`src/design/opp_pkg.sv`:
```
`default_nettype none

package opp_pkg;

    localparam int MAX_TERMINALS_DEF = 16;
    localparam int STACK_DEPTH_DEF   = 64;

    localparam logic [7:0] END_MARK   = 8'h24;
    localparam logic [7:0] YIELD_MARK = 8'h3C;
    localparam logic [7:0] EQUAL_MARK = 8'h3D;
    localparam logic [5:0] RED_MAX    = 6'd63;

    typedef enum logic [1:0] {
        FUNC_TERM  = 2'd0,
        FUNC_REL   = 2'd1,
        FUNC_PARSE = 2'd2,
        FUNC_NOP   = 2'd3
    } func_t;

    typedef enum logic [1:0] {
        REL_NONE  = 2'd0,
        REL_YIELD = 2'd1,
        REL_EQUAL = 2'd2,
        REL_TAKES = 2'd3
    } rel_t;

    typedef enum logic [2:0] {
        ST_SHIFT    = 3'd0,
        ST_ACCEPT   = 3'd1,
        ST_INVALID  = 3'd2,
        ST_REJECT   = 3'd3,
        ST_OVERFLOW = 3'd4,
        ST_LOADED   = 3'd5
    } status_t;

    typedef struct packed {
        logic [1:0] func;
        logic [3:0] row_index;
        logic [3:0] col_index;
        logic [7:0] char_value;
        logic [1:0] relation;
    } in_t;

    typedef struct packed {
        status_t    status;
        logic [5:0] reductions;
        logic [6:0] stack_level;
    } out_t;

    typedef struct packed {
        logic    accept;
        logic    clr_wr;
        logic    lookup;
        logic    push1;
        logic    push2;
        logic    pop;
        logic    load_top;
        logic    red_inc;
        logic    emit;
        status_t status;
    } cmd_t;

    typedef struct packed {
        logic       is_accept;
        logic       si_ok;
        logic       ii_ok;
        logic [1:0] rel;
        logic       top_zero;
        logic       top_yield;
        logic       overflow;
        logic       clr_done;
        logic       out_free;
    } stat_t;

endpackage

`default_nettype wire

```
`src/design/operator_precedence_parser.sv`:
```
`default_nettype none

// channel   direction  handshake            beat
// in        input      in_valid / in_stall   opp_pkg::in_t  (func, indexes, char, relation)
// out       output     out_valid / out_stall opp_pkg::out_t (status, reductions, stack_level)
// cfg       input      cfg_write             cfg_data, term_count
//
// load and no-op beats: if the output register is free, result valid the cycle after the in
//   beat, in_stall stays low; else the beat waits in S_FIN with in_stall high
// parse beats: a shift runs S_LOOK, S_RD, S_DEC, S_PUSH2, S_FIN; each reduction pops entries
//   via S_POP/S_POPW, the marker via S_POPY, then looks up anew: a one-port stack read loop
// reset: relation table cleared one entry a cycle, all MAX_TERMINALS*MAX_TERMINALS entries
//   with in_stall high; cfg writes are taken during that pass
// a stalled result waits in the output register; the next in beat is still taken

module operator_precedence_parser #(
    parameter int MAX_TERMINALS = opp_pkg::MAX_TERMINALS_DEF,
    parameter int STACK_DEPTH   = opp_pkg::STACK_DEPTH_DEF
) (
    input  wire logic         clk,
    input  wire logic         rst_n,
    input  wire logic         in_valid,
    output logic              in_stall,
    input  wire opp_pkg::in_t in_data,
    output logic              out_valid,
    input  wire logic         out_stall,
    output opp_pkg::out_t     out_data,
    input  wire logic         cfg_write,
    input  wire logic [4:0]   cfg_data
);

    import opp_pkg::*;

    cmd_t  cmd;
    stat_t stat;

    opp_ctrl u_ctrl (
        .clk      (clk),
        .rst_n    (rst_n),
        .in_valid (in_valid),
        .in_func  (in_data.func),
        .in_stall (in_stall),
        .stat     (stat),
        .cmd      (cmd)
    );

    opp_datapath #(
        .MAX_TERMINALS (MAX_TERMINALS),
        .STACK_DEPTH   (STACK_DEPTH)
    ) u_datapath (
        .clk       (clk),
        .rst_n     (rst_n),
        .in_data   (in_data),
        .cfg_write (cfg_write),
        .cfg_data  (cfg_data),
        .cmd       (cmd),
        .stat      (stat),
        .out_valid (out_valid),
        .out_stall (out_stall),
        .out_data  (out_data)
    );

endmodule

`default_nettype wire

```
`src/design/opp_ram.sv`:
```
`default_nettype none

module opp_ram #(
    parameter int WIDTH = 8,
    parameter int DEPTH = 64
) (
    input  wire logic                     clk,
    input  wire logic                     we,
    input  wire logic [$clog2(DEPTH)-1:0] waddr,
    input  wire logic [WIDTH-1:0]         wdata,
    input  wire logic [$clog2(DEPTH)-1:0] raddr,
    output logic      [WIDTH-1:0]         rdata
);

    logic [WIDTH-1:0] mem_reg [DEPTH];

    always_ff @(posedge clk)
    begin
        if (we)
        begin
            mem_reg[waddr] <= wdata;
        end
        rdata <= mem_reg[raddr];
    end

endmodule

`default_nettype wire

```
`src/design/opp_datapath.sv`:
```
`default_nettype none

module opp_datapath #(
    parameter int MAX_TERMINALS = 16,
    parameter int STACK_DEPTH   = 64
) (
    input  wire logic          clk,
    input  wire logic          rst_n,
    input  wire opp_pkg::in_t  in_data,
    input  wire logic          cfg_write,
    input  wire logic [4:0]    cfg_data,
    input  wire opp_pkg::cmd_t cmd,
    output opp_pkg::stat_t     stat,
    output logic               out_valid,
    input  wire logic          out_stall,
    output opp_pkg::out_t      out_data
);

    import opp_pkg::*;

    localparam int TW  = $clog2(MAX_TERMINALS);
    localparam int SW  = $clog2(STACK_DEPTH);
    localparam int RN  = MAX_TERMINALS * MAX_TERMINALS;
    localparam int RAW = $clog2(RN);

    logic [4:0]     term_count_reg;
    logic [7:0]     term_chars_reg [MAX_TERMINALS];
    logic [7:0]     ch_reg;
    logic [TW-1:0]  si_reg;
    logic [TW-1:0]  ii_reg;
    logic           si_ok_reg;
    logic           ii_ok_reg;
    logic [SW-1:0]  top_reg;
    logic [7:0]     top_char_reg;
    logic [5:0]     red_reg;
    logic [RAW-1:0] clr_cnt_reg;
    logic           out_valid_reg;
    out_t           out_data_reg;

    logic [TW-1:0]  si_idx;
    logic [TW-1:0]  ii_idx;
    logic           si_hit;
    logic           ii_hit;
    logic           out_free;
    logic           clr_stk;
    logic           row_ok;
    logic           col_ok;
    logic [SW:0]    level_wide;

    logic           st_we;
    logic [SW-1:0]  st_waddr;
    logic [7:0]     st_wdata;
    logic [SW-1:0]  st_raddr;
    logic [7:0]     st_rdata;

    logic           rl_we;
    logic [RAW-1:0] rl_waddr;
    logic [1:0]     rl_wdata;
    logic [RAW-1:0] rl_raddr;
    logic [1:0]     rl_rdata;

    assign row_ok   = int'(in_data.row_index) < MAX_TERMINALS;
    assign col_ok   = int'(in_data.col_index) < MAX_TERMINALS;
    assign out_free = !out_valid_reg || !out_stall;
    assign clr_stk  = cmd.emit && (cmd.status != ST_SHIFT) && (cmd.status != ST_LOADED);

    // highest matching index below term_count wins
    always_comb
    begin
        si_hit = 1'b0;
        ii_hit = 1'b0;
        si_idx = '0;
        ii_idx = '0;
        for (int k = 0; k < MAX_TERMINALS; k++)
        begin
            if (k < int'(term_count_reg))
            begin
                if (term_chars_reg[k] == top_char_reg)
                begin
                    si_hit = 1'b1;
                    si_idx = TW'(k);
                end
                if (term_chars_reg[k] == ch_reg)
                begin
                    ii_hit = 1'b1;
                    ii_idx = TW'(k);
                end
            end
        end
    end

    always_comb
    begin
        st_we    = cmd.push1 || cmd.push2;
        st_waddr = cmd.push2 ? SW'(top_reg + SW'(2)) : SW'(top_reg + SW'(1));
        st_wdata = cmd.push2 ? ch_reg
                 : ((rel_t'(rl_rdata) == REL_YIELD) ? YIELD_MARK : EQUAL_MARK);
    end

    assign st_raddr = SW'(top_reg - SW'(1));

    always_comb
    begin
        if (cmd.clr_wr)
        begin
            rl_we    = 1'b1;
            rl_waddr = clr_cnt_reg;
            rl_wdata = REL_NONE;
        end
        else
        begin
            rl_we    = cmd.accept && (in_data.func == FUNC_REL) && row_ok && col_ok;
            rl_waddr = RAW'(int'(in_data.row_index) * MAX_TERMINALS
                            + int'(in_data.col_index));
            rl_wdata = in_data.relation;
        end
    end

    assign rl_raddr = RAW'(int'(si_reg) * MAX_TERMINALS + int'(ii_reg));

    opp_ram #(
        .WIDTH (8),
        .DEPTH (STACK_DEPTH)
    ) u_stack_ram (
        .clk   (clk),
        .we    (st_we),
        .waddr (st_waddr),
        .wdata (st_wdata),
        .raddr (st_raddr),
        .rdata (st_rdata)
    );

    opp_ram #(
        .WIDTH (2),
        .DEPTH (RN)
    ) u_rel_ram (
        .clk   (clk),
        .we    (rl_we),
        .waddr (rl_waddr),
        .wdata (rl_wdata),
        .raddr (rl_raddr),
        .rdata (rl_rdata)
    );

    always_ff @(posedge clk or negedge rst_n)
    begin
        if (!rst_n)
        begin
            term_count_reg <= '0;
            for (int k = 0; k < MAX_TERMINALS; k++)
            begin
                term_chars_reg[k] <= '0;
            end
        end
        else
        begin
            if (cfg_write)
            begin
                term_count_reg <= cfg_data;
            end
            if (cmd.accept && (in_data.func == FUNC_TERM) && row_ok)
            begin
                term_chars_reg[TW'(in_data.row_index)] <= in_data.char_value;
            end
        end
    end

    always_ff @(posedge clk or negedge rst_n)
    begin
        if (!rst_n)
        begin
            top_reg       <= '0;
            top_char_reg  <= END_MARK;
            red_reg       <= '0;
            clr_cnt_reg   <= '0;
            out_valid_reg <= 1'b0;
        end
        else
        begin
            if (cmd.clr_wr)
            begin
                clr_cnt_reg <= RAW'(clr_cnt_reg + RAW'(1));
            end

            if (clr_stk)
            begin
                top_reg      <= '0;
                top_char_reg <= END_MARK;
            end
            else if (cmd.push2)
            begin
                top_reg      <= SW'(top_reg + SW'(2));
                top_char_reg <= ch_reg;
            end
            else if (cmd.pop)
            begin
                top_reg <= SW'(top_reg - SW'(1));
            end
            else if (cmd.load_top)
            begin
                // the bottom entry is never written; the end marker is used for it in place of the RAM data
                top_char_reg <= (top_reg == '0) ? END_MARK : st_rdata;
            end

            if (cmd.accept)
            begin
                red_reg <= '0;
            end
            else if (cmd.red_inc && (red_reg != RED_MAX))
            begin
                red_reg <= red_reg + 6'd1;
            end

            if (cmd.emit)
            begin
                out_valid_reg <= 1'b1;
            end
            else if (out_valid_reg && !out_stall)
            begin
                out_valid_reg <= 1'b0;
            end
        end
    end

    assign level_wide = clr_stk ? (SW+1)'(1) : (SW+1)'({1'b0, top_reg} + (SW+1)'(1));

    always_ff @(posedge clk)
    begin
        if (cmd.accept)
        begin
            ch_reg <= in_data.char_value;
        end
        if (cmd.lookup)
        begin
            si_reg    <= si_idx;
            ii_reg    <= ii_idx;
            si_ok_reg <= si_hit;
            ii_ok_reg <= ii_hit;
        end
        if (cmd.emit)
        begin
            out_data_reg.status      <= cmd.status;
            out_data_reg.reductions  <= (cmd.status == ST_LOADED) ? 6'd0 : red_reg;
            out_data_reg.stack_level <= 7'(level_wide);
        end
    end

    always_comb
    begin
        stat.is_accept = (top_char_reg == END_MARK) && (ch_reg == END_MARK);
        stat.si_ok     = si_ok_reg;
        stat.ii_ok     = ii_ok_reg;
        stat.rel       = rl_rdata;
        stat.top_zero  = (top_reg == '0);
        stat.top_yield = (top_char_reg == YIELD_MARK);
        stat.overflow  = (int'(top_reg) + 2) > (STACK_DEPTH - 1);
        stat.clr_done  = (clr_cnt_reg == RAW'(RN - 1));
        stat.out_free  = out_free;
    end

    assign out_valid = out_valid_reg;
    assign out_data  = out_data_reg;

    a_emit_free: assert property (@(posedge clk) disable iff (!rst_n)
        cmd.emit |-> out_free)
        else $error("result beat loaded while output register is occupied");

    a_clear_on_end: assert property (@(posedge clk) disable iff (!rst_n)
        clr_stk |=> (top_reg == '0) && (top_char_reg == END_MARK))
        else $error("stack not returned to end marker after a final status");

    a_push_top: assert property (@(posedge clk) disable iff (!rst_n)
        (cmd.push2 && !clr_stk) |=> (top_char_reg == $past(ch_reg)))
        else $error("top character does not follow the shifted symbol");

    a_red_sat: assert property (@(posedge clk) disable iff (!rst_n)
        (red_reg == RED_MAX && !cmd.accept) |=> (red_reg == RED_MAX))
        else $error("reduction count wrapped");

endmodule

`default_nettype wire

```
`src/design/opp_ctrl.sv`:
```
`default_nettype none

module opp_ctrl (
    input  wire logic           clk,
    input  wire logic           rst_n,
    input  wire logic           in_valid,
    input  wire logic [1:0]     in_func,
    output logic                in_stall,
    input  wire opp_pkg::stat_t stat,
    output opp_pkg::cmd_t       cmd
);

    import opp_pkg::*;

    typedef enum logic [3:0] {
        S_CLEAR,
        S_IDLE,
        S_LOOK,
        S_RD,
        S_DEC,
        S_PUSH2,
        S_POP,
        S_POPW,
        S_POPY,
        S_FIN
    } state_t;

    state_t  state_reg;
    status_t fin_status_reg;
    rel_t    rel;

    assign rel      = rel_t'(stat.rel);
    assign in_stall = (state_reg != S_IDLE);

    always_ff @(posedge clk or negedge rst_n)
    begin
        if (!rst_n)
        begin
            state_reg      <= S_CLEAR;
            fin_status_reg <= ST_LOADED;
        end
        else
        begin
            unique case (state_reg)
                S_CLEAR:
                begin
                    if (stat.clr_done)
                    begin
                        state_reg <= S_IDLE;
                    end
                end
                S_IDLE:
                begin
                    if (in_valid)
                    begin
                        if (in_func == FUNC_PARSE)
                        begin
                            state_reg <= S_LOOK;
                        end
                        else if (!stat.out_free)
                        begin
                            state_reg      <= S_FIN;
                            fin_status_reg <= ST_LOADED;
                        end
                    end
                end
                S_LOOK:
                begin
                    if (stat.is_accept)
                    begin
                        state_reg      <= S_FIN;
                        fin_status_reg <= ST_ACCEPT;
                    end
                    else
                    begin
                        state_reg <= S_RD;
                    end
                end
                S_RD:
                begin
                    if (!(stat.si_ok && stat.ii_ok))
                    begin
                        state_reg      <= S_FIN;
                        fin_status_reg <= ST_INVALID;
                    end
                    else
                    begin
                        state_reg <= S_DEC;
                    end
                end
                S_DEC:
                begin
                    unique case (rel)
                        REL_YIELD, REL_EQUAL:
                        begin
                            if (stat.overflow)
                            begin
                                state_reg      <= S_FIN;
                                fin_status_reg <= ST_OVERFLOW;
                            end
                            else
                            begin
                                state_reg <= S_PUSH2;
                            end
                        end
                        REL_TAKES:
                        begin
                            if (stat.top_zero)
                            begin
                                state_reg      <= S_FIN;
                                fin_status_reg <= ST_REJECT;
                            end
                            else
                            begin
                                state_reg <= S_POP;
                            end
                        end
                        REL_NONE:
                        begin
                            state_reg      <= S_FIN;
                            fin_status_reg <= ST_REJECT;
                        end
                    endcase
                end
                S_PUSH2:
                begin
                    state_reg      <= S_FIN;
                    fin_status_reg <= ST_SHIFT;
                end
                S_POP:
                begin
                    priority if (!stat.top_zero && !stat.top_yield)
                    begin
                        state_reg <= S_POPW;
                    end
                    else if (!stat.top_zero)
                    begin
                        state_reg <= S_POPY;
                    end
                    else
                    begin
                        state_reg <= S_LOOK;
                    end
                end
                S_POPW:
                begin
                    state_reg <= S_POP;
                end
                S_POPY:
                begin
                    state_reg <= S_LOOK;
                end
                S_FIN:
                begin
                    if (stat.out_free)
                    begin
                        state_reg <= S_IDLE;
                    end
                end
            endcase
        end
    end

    always_comb
    begin
        cmd        = '0;
        cmd.status = fin_status_reg;
        unique case (state_reg)
            S_CLEAR:
            begin
                cmd.clr_wr = 1'b1;
            end
            S_IDLE:
            begin
                cmd.accept = in_valid;
                if (in_valid && (in_func != FUNC_PARSE) && stat.out_free)
                begin
                    cmd.emit   = 1'b1;
                    cmd.status = ST_LOADED;
                end
            end
            S_LOOK:
            begin
                cmd.lookup = 1'b1;
            end
            S_RD:
            begin
            end
            S_DEC:
            begin
                cmd.push1 = ((rel == REL_YIELD) || (rel == REL_EQUAL)) && !stat.overflow;
            end
            S_PUSH2:
            begin
                cmd.push2 = 1'b1;
            end
            S_POP:
            begin
                cmd.pop     = !stat.top_zero;
                cmd.red_inc = stat.top_zero;
            end
            S_POPW:
            begin
                cmd.load_top = 1'b1;
            end
            S_POPY:
            begin
                cmd.load_top = 1'b1;
                cmd.red_inc  = 1'b1;
            end
            S_FIN:
            begin
                cmd.emit = stat.out_free;
            end
        endcase
    end

endmodule

`default_nettype wire

```
`config.mk`:
```
export PLATFORM = sky130hd
export DESIGN_NAME = operator_precedence_parser
export DESIGN_NICKNAME = d
export VERILOG_FILES = /design/src/design/opp_pkg.sv /design/src/design/operator_precedence_parser.sv /design/src/design/opp_ram.sv /design/src/design/opp_datapath.sv /design/src/design/opp_ctrl.sv
export SDC_FILE = /design/constraint.sdc
export NUM_CORES = 2
export LEC_CHECK = 0
export ABC_AREA = 1
export BUFFER_PORTS_ARGS = -buffer_cell sky130_fd_sc_hd__buf_2
export CAP_MARGIN = 0
export CORE_MARGIN = 2
export CORE_UTILIZATION = 25
export CTS_CLUSTER_SIZE = 16
export DETAILED_ROUTE_END_ITERATION = 6
export PLACE_DENSITY = 0.39
export SYNTH_ARGS = -nofsm -noshare
export SYNTH_HDL_FRONTEND = slang
export SYNTH_SLANG_ARGS = --single-unit
```
`constraint.sdc`:
```
create_clock -name clk -period 24.7 [get_ports clk]
set_input_delay 0 -clock clk [delete_from_list [all_inputs] [get_ports clk]]
set_output_delay 0 -clock clk [all_outputs]
set_load 0.05 [all_outputs]
```
-- After elaboration in Yosys (flattened, before gate mapping)
Memories as Yosys holds them, arrays and structs flattened. A register that Yosys moved wholly into a read port is not among the register bits.
Cells that the tools add are included.
- flip-flop bits (word level): 203
- RAM bits: 1024
- input port bits: 30
- output and inout port bits: 18
- word-level logic and storage cells: 347
- memories kept: 2
- add/subtract/negate cells: 9
- magnitude comparators: 19
- equality and inequality tests: 66
- multiplexer cells: 182
- bitwise operators: 1
- reduce and logical (&&, ||, !) cells: 36
- memories (name ; depth ; width ; rd ports ; clocked after memory_dff ; write ports ; line ; source):
    u_datapath.u_rel_ram.mem_reg ; 256 ; 2 ; 1 ; 1 ; 1 ; opp_ram.sv:15 ; logic [WIDTH-1:0] mem_reg [DEPTH];
    u_datapath.u_stack_ram.mem_reg ; 64 ; 8 ; 1 ; 1 ; 1 ; opp_ram.sv:15 ;
- operator list (operator ; number):
    $mux 4 ; 70
    $eq 8x8->1 ; 32
    $bwmux 128 ; 1
    $mux 1 ; 81
    $mux 8 ; 8
    $lt 4x5->1 const A ; 8
    $pmux 4 s10 ; 1
    $mux 6 ; 6
    $demux 8 s4 ; 1
    $gt 32x7->1 const B ; 1
    $eq 8x6->1 const B ; 3
    $mux 3 ; 8
    $lt 3x5->1 const A ; 4
    $add 8x4->8 ; 2
    $eq 4x3->1 const B ; 4
    $pmux 3 s5 ; 1
    $ne 2x2->1 const B ; 7
    $logic_and 1x1->1 ; 13
    $add 6x1->6 const B ; 2
    $pmux 4 s3 ; 1
    $lt 1x5->1 const A ; 2
    $lt 2x5->1 const A ; 2
    $pmux 3 s3 ; 1
    $reduce_bool 3->1 ; 3
    34 further kinds ; 51

-- Longest topological paths before layout
- word-level depth: 33
- mapped depth: 22
- mapped depth without buffers: 21

-- Hierarchy
A second synthesis with hierarchy kept.
- cell total of the unflattened synthesis: 5496
- area total of the unflattened synthesis: 56218.9 um^2
- modules (own cells, without submodules) (module ; times used ; cells each ; area each (um^2) ; sequential area each (um^2)):
    opp_ram (u_datapath.u_rel_ram) ; 1 ; 2055 ; 22126.2 ; 15414.8
    opp_ram (u_datapath.u_stack_ram) ; 1 ; 1805 ; 21339.2 ; 15534.9
    opp_datapath ; 1 ; 1494 ; 11913.9 ; 5077.4
    opp_ctrl ; 1 ; 142 ; 839.6 ; 177.7

-- Least setup slack after synthesis
No wires, ideal clock.
- kind: register -> register
- from: register u_ctrl.state_reg[3]
- to: memory u_datapath.u_rel_ram.mem_reg[0][0], data pin
- setup time: 1.388 ns
- data arrival time: 6.596 ns
- required time: 23.312 ns
- setup slack: 16.716 ns
- stages on the path, launching flop included: 5
- path buffers: 0
- period minus slack after synthesis: 7.984 ns
- cells stage by stage: dfrtp_1 > nor2_1 > inv_2 > nor2_8 > nor2_1
- longest elaborated chain between the ends: 3
- ends and longest elaborated chain (item ; line ; source):
    start: declaration ; opp_ctrl.sv:28 ; state_t state_reg;
    start signal: assignment ; opp_ctrl.sv:39 ; state_reg <= S_CLEAR;
    start signal: assignment ; opp_ctrl.sv:49 ; state_reg <= S_IDLE;
    start signal: assignment ; opp_ctrl.sv:58 ; state_reg <= S_LOOK;
    $logic_not 4->1 ; opp_ctrl.sv:168 ; unique case (state_reg)
    $mux 1 ; opp_ctrl.sv:168 ;
    $mux 2 ; opp_datapath.sv:104 ; if (cmd.clr_wr)
    named net u_datapath.rl_wdata[0] ; opp_datapath.sv:58 ; logic [1:0] rl_wdata;
    end: declaration ; opp_ram.sv:15 ;
The timed path passes the listed nets, and every way through them passes these cells.

-- Worst setup path in the final report
- from: register u_datapath.top_reg[0]
- to: register u_datapath.u_stack_ram.rdata[1], read port of u_datapath.u_stack_ram.mem_reg
- longest elaborated chain between the ends: 1
- ends and longest elaborated chain (item ; line ; source):
    start: declaration ; opp_datapath.sv:33 ; logic [SW-1:0] top_reg;
    start signal: assignment ; opp_datapath.sv:192 ; top_reg <= SW'(top_reg + SW'(2));
    start signal: assignment ; opp_datapath.sv:197 ; top_reg <= SW'(top_reg - SW'(1));
    $sub 6x1->6 ; opp_datapath.sv:100 ; assign st_raddr = SW'(top_reg - SW'(1));
    end: declaration ; opp_ram.sv:12 ; output logic [WIDTH-1:0] rdata
Every way passes these cells.
A chain may end at the register's enable or synchronous reset.

==> qor.txt <==
status: completed
Synth cell types: 58
CTS root buffer: clkbuf_16
Yosys top cell area share: 58.54%
Worst path max stage delay: 960 ps
fin. max-slew vios: 0
Worst EP arrival: 5000 ps
Fmax: 0.2330 GHz
antenna-violating nets left: 0
DR WL/cell: 22.88 um
crit path kind: flip-flop to flip-flop
hold slack: 100.9 ps
layout cell share with drive strength beyond 1: 8.530%
core area: 216500 um^2
clock tree buffer depth: 3
gr usage total: 16.03%
Cell Rows: 171
Post-synth EDFFs: 1058
die area: 220800 um^2
Final Cycle Share: 17.37%
Peak VDD IR: 69.79 uV
die width: 469.9 um
final net count: 4973
initial antenna violation count: 4
hpwl dp: 100700 um
total grt overflow: 0
largest cells by area after synthesis: edfxtp_1 59%, dfrtp_1 7.6%, nor2_1 7.1%
initial cell density of the core: 25.06%
TritonRoute pass-1 iters: 5
Worst-path clk slew: 60 ps
crit-path cells: inv_8, ha_4, clkinv_2, buf_4, o21ai_0, o221ai_1, nand3_1, nand3_1, o211ai_1, nand2_1
Max H-tree Level: 4
post-synthesis sequential area ratio: 66.72%
headroom to the max-slew limit: 17.03%
# setup viols final: 0
die height: 469.9 um
setup_tns: 0 ps
CTS resizes: 0
Sink Count: 1237
CP endpoint kind: flip-flop
CTS tree: built
leakage: 22.27 nW
RSZ-0062 raised after global routing: no
syn_area_per_cell: 10.99 um^2
# IOs: 48
final wirelength: 181000 um
Post-Synthesis Cells: 4937
crit-path most repeated cell: nand3_1
Syn Nets: 4978
Synth async-reset ratio: 13.66%
total CTS buffers: 148
DRT iter0 DRCs: 3307
Worst Path Required: 25410 ps
crit path max-delay cell type: clkinv_2
max cap viols: 0
GP Congestion: 0.7927
vias in the first global route: 37960
Vias/cell: 4.802
crit path launch type: flip-flop
area delta synth->final: 15.12%
first-pass GRT wire length: 265200 um
yosys warns: 0
Clk Latency, worst-skew pair: 820 ps
via count: 37970
crit path time final: 4291 ps
Final Hold Fails: 0
Worst Hold Class: input pin to flip-flop
Slew @ Worst Pin: 1244 ps
mapped cell area: 54270 um^2
pin count of the biggest net entering global routing: 200
Final Skew: 47.95 ps
top_reg_cell synth: edfxtp_1
FF+latch count, synth: 1237
I/O Buffers: 47
Pwr Density: 99.17 nW/um^2
leading area contributor after synthesis: edfxtp_1
# DRC: 0
crit path max fanout: 68
-- final cells by class --
type                       count  area, um^2
antenna                        1       2.502
clock buffer                 195        3941
clock inverter                76       684.4
fill                       22450      154000
inverter                     167       648.1
multi-input combinational   3221       16150
sequential                  1237       36210
tap                         2854        3571
timing repair buffer         157        1267
-- final timing paths --
| kind | start | to | slack, ps | depth (start not counted) |
|---|---|---|---|---|
| max reg2reg | u_datapath.top_reg[0]$_DFFE_PN0P_ | u_datapath.u_stack_ram.rdata[1]$_DFF_P_ | 20410 | 10 |
| max | u_datapath.top_reg[0]$_DFFE_PN0P_ | u_datapath.u_stack_ram.rdata[1]$_DFF_P_ | 20410 | 10 |
| max in group asynchronous | rst_n | u_datapath.term_chars_reg[67]$_DFFE_PN0P_ | 23420 | 4 |
| min in group asynchronous | rst_n | u_datapath.term_chars_reg[61]$_DFFE_PN0P_ | 430 | 4 |
| min | cfg_write | u_datapath.term_count_reg[1]$_DFFE_PN0P_ | 100 | 3 |
| min reg2reg | u_ctrl.fin_status_reg[2]$_DFFE_PN1P_ | u_ctrl.fin_status_reg[2]$_DFFE_PN1P_ | 490 | 2 |
-- Yosys cell counts, types with 3 or more instances --
cell type / instances
a211oi_1: 6
a21oi_1: 36
a31oi_1: 12
buf_1: 15
buf_2: 92
buf_6: 11
clkbuf_1: 193
clkinv_1: 3
dfrtp_1: 165
dfstp_2: 4
dfxtp_1: 10
edfxtp_1: 1058
ha_1: 11
inv_1: 145
inv_2: 18
nand2_1: 561
nand2_2: 16
nand2_4: 10
nand3_1: 130
nand4_1: 43
nor2_1: 1020
nor2_2: 14
nor3_1: 33
nor3_4: 3
nor3b_1: 3
nor4_1: 21
o211ai_1: 38
o21ai_0: 661
o21ai_1: 73
o21ai_2: 16
o221ai_1: 86
o22ai_1: 194
o31ai_1: 6
or2_2: 15
xnor2_1: 91
xor2_1: 97
-- critical path, delay by kind of cell, from the launching register on --
| family | cells | cell delay [ps] |
|---|---|---|
| AO/OA/AOI/OAI | 3 | 550 |
| AND/OR/NAND/NOR | 3 | 460 |
| buffers and inverters | 3 | 1940 |
| flip-flops | 1 | 510 |
| adder cells (fa/ha/maj) | 1 | 620 |
-- cell families (layout without fill, tap and decap cells) --
family	count (synthesis)	in the layout	share of synthesized area [%]
simple gates	1879	1879	14.22
buf+inv	479	595	3.703
fa+ha+maj	11	11	0.2536
mux	2	2	0.04611
flops	1237	1237	66.72
compound gates	1141	1141	12.03
xor+xnor	188	188	3.034
other cells	0	1	0
-- stage by stage --
| step | setup slack, ps | cells | util, % | instance area [um^2] | power (mW) |
|---|---|---|---|---|---|
| final | 20410 | 7908 | 28.85 | 62470 | 6.195 |
| after global routing | 20180 | 7908 | 28.85 | 62470 | 6.485 |
| after CTS | 20440 | 7907 | 28.85 | 62470 | 6.273 |
| after detailed placement | 20410 | 7584 | 26.47 | 57310 | 4.148 |
| after global placement | 20440 | 7584 | 26.47 | 57310 | 4.158 |
| after floorplan | 16720 | 4937 | - | 54270 | 3.536 |
-- routing by layer --
metal	global-route usage, %	vias to the layer above	wire length, um	share of wire [%]
met5	0	-	0	0
li1	-	17560	-	-
met3	2.271	226	7478	4.1
met4	4.247	0	3905	2.2
met1	22.22	19290	84280	47
met2	26.18	899	85300	47
-- cells in the final DEF, fill, tap and decap left out, types with 46 or more instances in the layout --
| cell type | synthesis | layout |
|---|---|---|
| edfxtp_1 | 1058 | 1058 |
| nor2_1 | 1020 | 1014 |
| o21ai_0 | 661 | 659 |
| nand2_1 | 561 | 557 |
| o22ai_1 | 194 | 194 |
| dfrtp_1 | 165 | 164 |
| clkbuf_16 | 0 | 149 |
| inv_1 | 145 | 142 |
| nand3_1 | 130 | 130 |
| xor2_1 | 97 | 96 |
| xnor2_1 | 91 | 90 |
| o221ai_1 | 86 | 86 |
| o21ai_1 | 73 | 73 |
| buf_4 | 0 | 54 |
| dlygate4sd3_1 | 0 | 51 |
| buf_2 | 92 | 46 |
-- timing repair --
item	in CTS	in global routing
hold endpoints to repair	323	0
setup buffers	0	0
hold buffers	52	0
-- power breakdown --
| group | leakage, nW | switching (mW) | total (mW) | internal [mW] |
|---|---|---|---|---|
| clock network | 2.25 | 0.921 | 2.10 | 1.18 |
| registers | 12.8 | 0.101 | 2.57 | 2.47 |
| logic | 7.18 | 1.14 | 1.52 | 0.381 |
| total | 22.3 | 2.16 | 6.20 | 4.03 |
Note: power is estimated with default switching activity, not from simulation.
